`src/design/i2rt_pkg.sv`:
```
// Shared constants, types and helper functions for the integer to radix text converter.
package i2rt_pkg;

  // Default operand width and configuration register layout.
  localparam int VALUE_BITS_DEF = 32;
  localparam int RADIX_W        = 6;
  localparam int APB_DATA_W     = 32;
  localparam int APB_ADDR_W     = 3;

  // Register index of the radix register.
  localparam logic REG_RADIX = 1'b0;

  // Legal radix range and reset value.
  localparam logic [RADIX_W-1:0] RADIX_MIN     = 6'd2;
  localparam logic [RADIX_W-1:0] RADIX_MAX     = 6'd36;
  localparam logic [RADIX_W-1:0] RADIX_RESET   = 6'd10;
  localparam logic [RADIX_W-1:0] DECIMAL_RADIX = 6'd10;

  // Character codes.
  localparam logic [7:0] CHAR_ZERO        = 8'h30;
  localparam logic [7:0] CHAR_LETTER_BASE = 8'h37;
  localparam logic [7:0] CHAR_MINUS       = 8'h2D;

  // Quotient bits resolved per cycle by the divider.
  localparam int DIV_STEP = 4;

  // Commands from the controller to the datapath.
  typedef struct packed {
    logic load;
    logic div_step;
    logic emit;
  } i2rt_cmd_t;

  // Status from the datapath to the controller.
  typedef struct packed {
    logic div_done;
    logic quot_zero;
    logic emit_last;
    logic out_free;
  } i2rt_sts_t;

  // Map a digit value to its ASCII character.
  function automatic logic [7:0] digit_char(input logic [RADIX_W-1:0] d);
    logic [7:0] dw;
    dw = {2'b00, d};
    if (d < RADIX_W'(10)) begin
      return dw + CHAR_ZERO;
    end
    return dw + CHAR_LETTER_BASE;
  endfunction

  // Clamp a written radix into the legal range.
  function automatic logic [RADIX_W-1:0] clamp_radix(input logic [RADIX_W-1:0] r);
    if (r < RADIX_MIN) begin
      return RADIX_MIN;
    end
    if (r > RADIX_MAX) begin
      return RADIX_MAX;
    end
    return r;
  endfunction

endpackage

```
`src/design/i2rt_ctrl.sv`:
```
// Controller state machine: sequences load, digit division and character output.
module i2rt_ctrl
  import i2rt_pkg::*;
(
  input  logic      clk,
  input  logic      rst_n,
  input  logic      in_valid,
  output logic      in_ready,
  input  i2rt_sts_t sts,
  output i2rt_cmd_t cmd
);

  localparam logic [1:0] ST_IDLE = 2'd0;
  localparam logic [1:0] ST_DIV  = 2'd1;
  localparam logic [1:0] ST_EMIT = 2'd2;

  logic [1:0] state_r;
  logic [1:0] state_nxt;

  // Next state and command decode.
  always_comb begin
    state_nxt    = state_r;
    in_ready     = 1'b0;
    cmd          = '0;
    unique case (state_r)
      ST_IDLE: begin
        in_ready = 1'b1;
        cmd.load = in_valid;
        if (in_valid) begin
          state_nxt = ST_DIV;
        end
      end
      ST_DIV: begin
        cmd.div_step = 1'b1;
        if (sts.div_done && sts.quot_zero) begin
          state_nxt = ST_EMIT;
        end
      end
      ST_EMIT: begin
        cmd.emit = sts.out_free;
        if (sts.out_free && sts.emit_last) begin
          state_nxt = ST_IDLE;
        end
      end
      default: begin
        state_nxt = ST_IDLE;
      end
    endcase
  end

  // State register.
  always_ff @(posedge clk) begin
    if (!rst_n) begin
      state_r <= ST_IDLE;
    end else begin
      state_r <= state_nxt;
    end
  end

endmodule

```
`src/design/i2rt_dp.sv`:
```
// Datapath: magnitude load, radix divider, digit stack and output register.
module i2rt_dp
  import i2rt_pkg::*;
#(
  parameter int VALUE_BITS = VALUE_BITS_DEF
) (
  input  logic                  clk,
  input  logic                  rst_n,
  input  logic [VALUE_BITS-1:0] in_value,
  input  logic [RADIX_W-1:0]    radix,
  input  i2rt_cmd_t             cmd,
  output i2rt_sts_t             sts,
  input  logic                  out_ready,
  output logic                  out_valid,
  output logic [7:0]            out_text_char,
  output logic                  out_last_char
);

  localparam int DIV_W  = ((VALUE_BITS + DIV_STEP - 1) / DIV_STEP) * DIV_STEP;
  localparam int NSTEP  = DIV_W / DIV_STEP;
  localparam int CNT_W  = (NSTEP > 1) ? $clog2(NSTEP) : 1;
  localparam int NDIG_W = $clog2(VALUE_BITS + 1);

  logic [DIV_W-1:0]   acc_r;
  logic [DIV_W-1:0]   acc_nxt;
  logic [RADIX_W-1:0] rem_r;
  logic [RADIX_W-1:0] rem_nxt;
  logic [CNT_W-1:0]   cnt_r;
  logic [NDIG_W-1:0]  ndig_r;
  logic               neg_r;
  logic               neg_in;
  logic [VALUE_BITS-1:0] mag;
  logic [RADIX_W-1:0] stk_r [VALUE_BITS];
  logic               out_valid_r;
  logic [7:0]         out_char_r;
  logic               out_last_r;
  logic               div_last;

  // Sign handling: only radix ten shows a minus sign.
  always_comb begin
    neg_in = (radix == DECIMAL_RADIX) && in_value[VALUE_BITS-1];
    mag    = neg_in ? (VALUE_BITS'(0) - in_value) : in_value;
  end

  // Restoring division, DIV_STEP quotient bits per cycle.
  always_comb begin
    logic [RADIX_W:0]   t;
    logic [RADIX_W-1:0] r;
    logic [DIV_W-1:0]   a;
    r = rem_r;
    a = acc_r;
    for (int k = 0; k < DIV_STEP; k++) begin
      t = {r, a[DIV_W-1]};
      a = {a[DIV_W-2:0], 1'b0};
      if (t >= {1'b0, radix}) begin
        t    = t - {1'b0, radix};
        a[0] = 1'b1;
      end
      r = t[RADIX_W-1:0];
    end
    acc_nxt = a;
    rem_nxt = r;
  end

  assign div_last = (cnt_r == CNT_W'(NSTEP - 1));

  // Status toward the controller.
  always_comb begin
    sts.div_done  = div_last;
    sts.quot_zero = (acc_nxt == '0);
    sts.emit_last = !neg_r && (ndig_r == NDIG_W'(1));
    sts.out_free  = !out_valid_r || out_ready;
  end

  // Control registers: step counter, digit count, sign flag, output valid.
  always_ff @(posedge clk) begin
    if (!rst_n) begin
      cnt_r       <= '0;
      ndig_r      <= '0;
      neg_r       <= 1'b0;
      out_valid_r <= 1'b0;
    end else begin
      if (cmd.load) begin
        cnt_r  <= '0;
        ndig_r <= '0;
        neg_r  <= neg_in;
      end
      if (cmd.div_step) begin
        cnt_r <= div_last ? '0 : cnt_r + CNT_W'(1);
        if (div_last) begin
          ndig_r <= ndig_r + NDIG_W'(1);
        end
      end
      if (cmd.emit) begin
        if (neg_r) begin
          neg_r <= 1'b0;
        end else begin
          ndig_r <= ndig_r - NDIG_W'(1);
        end
      end
      if (cmd.emit) begin
        out_valid_r <= 1'b1;
      end else if (out_ready) begin
        out_valid_r <= 1'b0;
      end
    end
  end

  // Payload registers: dividend/quotient, remainder, digit stack, output beat.
  always_ff @(posedge clk) begin
    if (cmd.load) begin
      acc_r <= DIV_W'(mag);
      rem_r <= '0;
    end
    if (cmd.div_step) begin
      acc_r <= acc_nxt;
      rem_r <= div_last ? '0 : rem_nxt;
      if (div_last) begin
        stk_r[0] <= rem_nxt;
        for (int i = 1; i < VALUE_BITS; i++) begin
          stk_r[i] <= stk_r[i-1];
        end
      end
    end
    if (cmd.emit) begin
      if (neg_r) begin
        out_char_r <= CHAR_MINUS;
        out_last_r <= 1'b0;
      end else begin
        out_char_r <= digit_char(stk_r[0]);
        out_last_r <= (ndig_r == NDIG_W'(1));
        for (int i = 0; i < VALUE_BITS - 1; i++) begin
          stk_r[i] <= stk_r[i+1];
        end
      end
    end
  end

  assign out_valid     = out_valid_r;
  assign out_text_char = out_char_r;
  assign out_last_char = out_last_r;

endmodule

```
`src/design/integer_to_radix_text.sv`:
```
// Top level of the integer to radix text converter: register port, controller and datapath.
//
// Usage: write the radix (2 to 36, reset value 10) over the APB-style port at
// byte addresses 0 to 3; writes outside the range are clamped, writes to
// addresses with paddr[2] set are ignored. Each input beat on in_value (a two's
// complement integer) produces one output beat per character, most significant digit
// first, with out_last_char set on the final beat. A minus sign leads the
// text only in radix ten; other radixes print the unsigned bit pattern.
// Timing: the value is loaded, then each digit comes from the shared
// divider at four quotient bits per cycle, then characters leave at one
// per cycle while the receiver takes them.
// in_ready is high only while no item is in progress; the final character
// may still wait in the output register while the next item is taken.
// A stalled receiver holds the current beat and pauses character output.
// Reset (synchronous, rst_n low) drops any item in progress, clears the
// output valid flag and restores radix ten.
module integer_to_radix_text
  import i2rt_pkg::*;
#(
  parameter int VALUE_BITS = VALUE_BITS_DEF
) (
  input  logic                         clk,
  input  logic                         rst_n,
  input  logic                         in_valid,
  output logic                         in_ready,
  input  logic signed [VALUE_BITS-1:0] in_value,
  output logic                         out_valid,
  input  logic                         out_ready,
  output logic [7:0]                   out_text_char,
  output logic                         out_last_char,
  input  logic                         psel,
  input  logic                         penable,
  input  logic                         pwrite,
  input  logic [APB_ADDR_W-1:0]        paddr,
  input  logic [APB_DATA_W-1:0]        pwdata,
  output logic [APB_DATA_W-1:0]        prdata,
  output logic                         pready
);

  logic [RADIX_W-1:0] cfg_radix_r;
  logic               cfg_wr;
  i2rt_cmd_t          cmd;
  i2rt_sts_t          sts;

  // Register port: single radix register, clamped on write.
  assign pready = 1'b1;
  assign cfg_wr = psel && penable && pwrite && (paddr[2] == REG_RADIX);

  always_ff @(posedge clk) begin
    if (!rst_n) begin
      cfg_radix_r <= RADIX_RESET;
    end else if (cfg_wr) begin
      cfg_radix_r <= clamp_radix(pwdata[RADIX_W-1:0]);
    end
  end

  assign prdata = (paddr[2] == REG_RADIX) ? APB_DATA_W'(cfg_radix_r) : '0;

  // Controller.
  i2rt_ctrl u_ctrl (
    .clk      (clk),
    .rst_n    (rst_n),
    .in_valid (in_valid),
    .in_ready (in_ready),
    .sts      (sts),
    .cmd      (cmd)
  );

  // Datapath.
  i2rt_dp #(
    .VALUE_BITS (VALUE_BITS)
  ) u_dp (
    .clk           (clk),
    .rst_n         (rst_n),
    .in_value      ($unsigned(in_value)),
    .radix         (cfg_radix_r),
    .cmd           (cmd),
    .sts           (sts),
    .out_ready     (out_ready),
    .out_valid     (out_valid),
    .out_text_char (out_text_char),
    .out_last_char (out_last_char)
  );

  // An accepted beat starts work, so the input closes on the next cycle.
  a_busy_after_accept: assert property (@(posedge clk) disable iff (!rst_n)
    in_valid && in_ready |=> !in_ready)
    else $error("input still ready after an accepted beat");

  // The radix register never leaves its legal range.
  a_radix_range: assert property (@(posedge clk) disable iff (!rst_n)
    cfg_radix_r >= RADIX_MIN && cfg_radix_r <= RADIX_MAX)
    else $error("radix register out of range");

  // A minus sign is always followed by digits.
  a_minus_not_last: assert property (@(posedge clk) disable iff (!rst_n)
    out_valid && (out_text_char == CHAR_MINUS) |-> !out_last_char)
    else $error("minus sign marked as final character");

endmodule

```
`config.mk`:
```
export PLATFORM = sky130hd
export DESIGN_NAME = integer_to_radix_text
export DESIGN_NICKNAME = d
export VERILOG_FILES = /design/src/design/i2rt_pkg.sv /design/src/design/i2rt_ctrl.sv /design/src/design/i2rt_dp.sv /design/src/design/integer_to_radix_text.sv
export SDC_FILE = /design/constraint.sdc
export NUM_CORES = 1
export LEC_CHECK = 0
export BUFFER_PORTS_ARGS = -buffer_cell sky130_fd_sc_hd__buf_2
export CORE_MARGIN = 5
export CORE_UTILIZATION = 30
export CTS_CLUSTER_DIAMETER = 100
export CTS_CLUSTER_SIZE = 14
export DETAILED_ROUTE_END_ITERATION = 10
export PLACE_DENSITY = 0.51
export SYNTH_ARGS = -nofsm -noshare
export SYNTH_HDL_FRONTEND = slang
export SYNTH_SLANG_ARGS = --single-unit
export TNS_END_PERCENT = 1
```
`constraint.sdc`:
```
create_clock -name clk -period 8.5 [get_ports clk]
set_input_delay 0.425 -clock clk [delete_from_list [all_inputs] [get_ports clk]]
set_output_delay 0.425 -clock clk [all_outputs]
set_load 0.05 [all_outputs]
```
Word-level counts from Yosys, hierarchy flattened
Memory sizes are Yosys's and may differ from the RTL's. Index checks and enable logic that the tools add are counted.

Flip-flop bits (word level): 66. Bits in writable memories: 192. Output and inout port bits: 44. Memories: 1.

Add/subtract/negate cells: 10. Order comparisons: 7. Equality and inequality tests: 8. Muxes and demuxes: 89. Bitwise logic cells: 32. Reduce and logical (&&, ||, !) cells: 15.

Memories: u_dp.stk_r (words 32, width 6, rd ports 32, clocked after memory_dff 0, wr ports 32, RTL line i2rt_dp.sv:33) `logic [RADIX_W-1:0] stk_r [VALUE_BITS];`.

Operators by type and width (count): 6-bit 2-to-1 mux (48); 32-bit 2-to-1 mux (3); 32-bit zero test (1); 1-bit by 32-bit subtractor with 32-bit output, first input constant (1); 1-bit bitwise OR (31); 1-bit 2-to-1 mux (29); 7-bit by 6-bit greater-or-equal comparator with 1-bit output (4); 6-bit subtractor (4); 8-bit 2-to-1 mux (2); 6-bit by 6-bit adder with 7-bit output, second input constant (2); 3-bit 2-to-1 mux (3); 1-bit logical AND (7); 6-bit by 1-bit adder with 6-bit output, second input constant (1); 6-bit by 1-bit equality test with 1-bit output, second input constant (1); 6-bit by 4-bit equality test with 1-bit output, second input constant (1); 6-bit > comparator, second input constant (1); 6-bit by 2-bit less-than comparator with 1-bit output, second input constant (1); 6-bit by 4-bit less-than comparator with 1-bit output, second input constant (1); 2-bit 2-to-1 mux (3); 2-bit case mux with 3 select lines (1); 6-bit by 1-bit subtractor with 6-bit output, second input constant (1); 2-bit by 1-bit inequality test with 1-bit output, second input constant (2); 2-bit nonzero test (2); 3-bit by 1-bit adder with 3-bit output, second input constant (1); other kinds (9) (10).

Logic depth before layout (Yosys ltp)
Word-level depth: 12. Mapped depth: 37. Depth with buffers taken out: 34.

Cells and area by module
A second synthesis with hierarchy kept.

Cells, all modules: 1245. Area, all modules: 13447.9 µm².

Modules (own cells, without submodules): i2rt_dp (times used 1, cells each 1165, area an instance 12791.0 µm², sequential area each 7367.1 µm²); integer_to_radix_text (times used 1, cells each 66, area an instance 544.3 µm², sequential area each 120.1 µm²); i2rt_ctrl (times used 1, cells each 14, area an instance 112.6 µm², sequential area each 40.0 µm²).

Worst setup path after synthesis
Ideal clock, no wire load.

Path kind: register -> register. From: register cfg_radix_r[1]. To: memory u_dp.stk_r[0][5], data pin. Setup time: 0.260 ns. Data arrival time: 7.684 ns. Data required time: 8.240 ns. Path slack: 0.556 ns. Stages on the path, launching flop included: 37. Clock period less this slack: 7.944 ns. Cells stage by stage: dfxtp_1 -> inv_1 -> ha_1 -> nor2b_1 -> o311ai_1 -> and3_1 -> buf_6 -> nor2_1 -> a21oi_1 -> inv_1 -> ha_1 -> nor2b_1 -> o31a_1 -> o22ai_1 -> o211ai_2 -> clkbuf_1 -> o21ai_0 -> inv_1 -> ha_1 -> nor2b_1 -> o211ai_1 -> a31o_2 -> nand2_1 -> a211oi_2 -> and2_1 -> buf_2 -> nand2_1 -> o21ai_1 -> ha_1 -> nor2b_4 -> o211a_1 -> o41a_1 -> a2111oi_4 -> nor2b_1 -> a221oi_1 -> a31oi_1 -> mux2_2.

RTL lines: start: declaration (RTL line integer_to_radix_text.sv:40) `logic [RADIX_W-1:0] cfg_radix_r;`; start signal: assignment (RTL line integer_to_radix_text.sv:53) `cfg_radix_r <= clamp_radix(pwdata[RADIX_W-1:0]);`; end: declaration (RTL line i2rt_dp.sv:33).

==> key figures <==
Finish
  • Layout Utilization: 33.8%
  • Design area: 14900 µm²
  • Final non-filler cell total: between 2000 and 2500
  • Nets@finish: between 1500 and 2000
  • Area grow syn2layout: 11.2%
  • Ant. Diodes: 0
  • Share of cells above drive strength 1: 8.89%

Timing
  • Fin. max-slew vios: 0
  • Setup TNS: 0 ns
  • Clk_skew: 0.00636 ns
  • Final Hold Fails: 0
  • Tmin final: around 8 ns
  • RSZ-0062 raised after global routing: no
  • Final Cycle Share: 93.4%
  • Setup ws final: 0.557 ns
  • Worst slew pin tran: 1.05 ns
  • Slew headroom: between 20 and 30%
  • Max Freq: 126 MHz
  • Setup violations, final: 0
  • Hold Worst Slack: 0.132 ns

Global route
  • Initial antenna violation count: 0
  • Total grt overflow: 0
  • Largest net degree at the start of global routing: 105
  • Vias in the first global route: around 9200
  • First-pass GRT wire length: ~47000 µm
  • All-Layer GR Usage: 11.1%

Critical path
  • Worst Setup Start Kind: register
  • FF-to-FF Start: cfg_radix_r[2]
  • Crit path largest cell delay: between 0.4 and 0.5 ns
  • Crit path max fanout: 13
  • R2R Setup Slk: 0.56 ns
  • Cell mode on critical path: ha_1
  • Critical path's slowest cell: o41a_1
  • CP endpoint kind: register
  • Data arrival, critical path: 8.22 ns
  • WP data required: 8.78 ns
  • CP Class: reg -> reg
  • Crit path capture: u_dp.stk_r[0][4]
  • Reg2reg end: u_dp.stk_r[0][4]
  • CP startpoint: cfg_radix_r[2]
  • Worst R2R Path Depth: 33

Clocking
  • Root Driver: clkbuf_16
  • Clock slew at reported path FFs: 0.07 ns
  • H-tree depth: 1
  • Count of hold-fix buffers inserted at cts: 0
  • Setup bufs post-CTS: 0
  • CTS Buffer Depth: 3
  • CTS Buf Count: 22
  • Clk sinks: 257
  • CTS tree: yes
  • Skew-Pair Late Insertion Delay: 0.52 ns

Synth
  • Flops & latches, synth: 257
  • Synth top area share: a little over half
  • Synthesized area per cell: approximately 9.4 µm²
  • EDFF count, synth: ~240
  • Area of the mapped netlist: 13400 µm²
  • Top cell types by occurrence after synthesis: nand2_1 (611), edfxtp_1 (238), nor2_1 (52), clkbuf_1 (49), a21oi_1 (47)
  • Post-synth top area cell: edfxtp_1
  • Register area share after synthesis: 56.0%
  • Post-synthesis cell type count: 69
  • Synthesized netlist cell count: 1432
  • Area contributors post-synth: edfxtp_1 (53%), nand2_1 (17%), ha_1 (3.1%)
  • Ys Warns: 0
  • Async SR Flop Fraction: 0%
  • Top FF cell, synth: edfxtp_1
  • Most common cell in the netlist: nand2_1

Outcome
  • Status: completed

Drt
  • Via/cell ratio: 4.70
  • WL final: 28800 µm
  • DR WL/cell: 13.9 µm
  • DR iter-0 viols: 864
  • Pre-antenna DRT Iters: 5
  • Remaining DRCs: 0
  • Antenna violation net count after detailed routing: 0
  • Via count: 9763

Floorplan
  • # IOs: 118
  • Chip width: 222 µm
  • Core Box Area: around 44000 µm²
  • Die H: 222 µm
  • Initial Util: 30.4%
  • Row count: 77
  • Die Area: 49100 µm²

Power and ir drop
  • Leak: ~6 nW
  • Overall power: 6.31 mW
  • Worst VDD drop: 713 µV
  • Power density of the placed cells: 422 nW/µm²

Place
  • Gp weighted congestion: 0.864
  • Area after DPL: 14300 µm²
  • Number of buffers added on ports: 61
  • Inst Count DP: around 2000
  • Pre-CTS setup slack: 0.521 ns
  • Dpl hpwl: 19300 µm

Hold path
  • Min-delay worst type: in -> reg
  • Worst hold start: rst_n

Flow run
  • Max Cap Viol: 0
-- power by group --
group / switching, mW / internal [mW]
Sequential: 0.0351 / 1.54
Clock: 0.450 / 0.480
Combinational: 2.13 / 1.68
-- layout by cell type (no fill, tap or decap), types with 3 or more instances in the layout --
| master | instances |
|---|---|
| conb_1 | 28 |
| o21ai_1 | 18 |
| inv_1 | 39 |
| nor2b_1 | 9 |
| or3_1 | 6 |
| o21a_1 | 5 |
| nor3_1 | 21 |
| and2_1 | 3 |
| ha_1 | 33 |
| a22oi_1 | 3 |
| xnor2_1 | 28 |
| clkbuf_1 | 5 |
| nand3b_1 | 6 |
| nand2_1 | 609 |
| buf_4 | 23 |
| nor4_1 | 9 |
| nor2_1 | 52 |
| o31ai_1 | 8 |
| o21ai_0 | 44 |
| nand2b_1 | 9 |
| o211ai_1 | 4 |
| buf_2 | 61 |
| dfxtp_1 | 19 |
| edfxtp_1 | 238 |
| and3_1 | 3 |
| xor2_1 | 13 |
| nand3_1 | 12 |
| a31oi_1 | 13 |
| a21o_1 | 8 |
| clkbuf_16 | 22 |
| fa_1 | 4 |
| a211oi_1 | 10 |
| mux2i_1 | 9 |
| or2_2 | 3 |
| a21oi_1 | 47 |
| nand4_1 | 13 |
-- cells by family (layout without fill, tap and decap cells) --
family,Yosys count,in the layout,share of synthesized area (%)
simple gates,779,779,24.0
flops,257,257,56.0
compound gates,178,178,8.24
buf+inv,127,154,4.48
xor+xnor,41,41,2.67
fa+ha+maj,38,38,3.74
mux,10,10,0.754
other cells,2,28,0.0559
-- worst min path at each step --
stage	cells after the start	slack, ns	endpoint
final	2	0.13	cfg_radix_r[1]
after detailed placement	0	0.44	u_dp.stk_r[1][94]
after CTS	2	0.12	cfg_radix_r[1]
after global placement	0	0.43	u_dp.stk_r[1][91]
after floorplan	0	0.43	u_dp.stk_r[1][90]
after global routing	2	0.15	cfg_radix_r[1]
-- flip-flops by register name, indices dropped and copies added (netlist names) --
register,cells
u_dp.out_last_char,1
u_dp.out_text_char,7
u_dp.rem_r,6
u_dp.out_valid,1
u_dp.ndig_r,6
u_dp.cnt_r,3
cfg_radix_r,6
u_dp.stk_r,192
u_ctrl.state_r,2
u_dp.acc_r,32
u_dp.neg_r,1
-- layout make-up --
class                      count  area (µm²)
clock buffer                  28         583
clock inverter                 2        25.0
fill                        4577       29300
inverter                      40         150
multi-input combinational   1074        5440
sequential                   257        7530
tap                          592         741
timing repair buffer          84         478
-- what timing repair did --
item                                    in CTS  in global routing
endpoints found under the setup margin       0                  5
gates resized for setup                      0                  1
endpoints found under the hold margin        0                  0
-- critical path, delay by kind of cell, from the launching register on --
family	cells	cell delay, ns
muxes	2	0.54
and+or+nand+nor	9	1.53
buffers and inverters	5	0.94
DFF	1	0.31
adders and majority gates	4	1.28
AOI/OAI and AO/OA	13	3.08
-- routing by layer --
metal / up-vias / part of all wire (%) / global-route usage (%)
met5: - / 0 / 0
met4: 0 / 1.9 / 2.60
met3: 38 / 4.2 / 1.58
met2: 173 / 45 / 17.8
met1: 4640 / 49 / 16.0
li1: 4912 / - / -
Note: power is estimated with default switching activity, not from simulation.
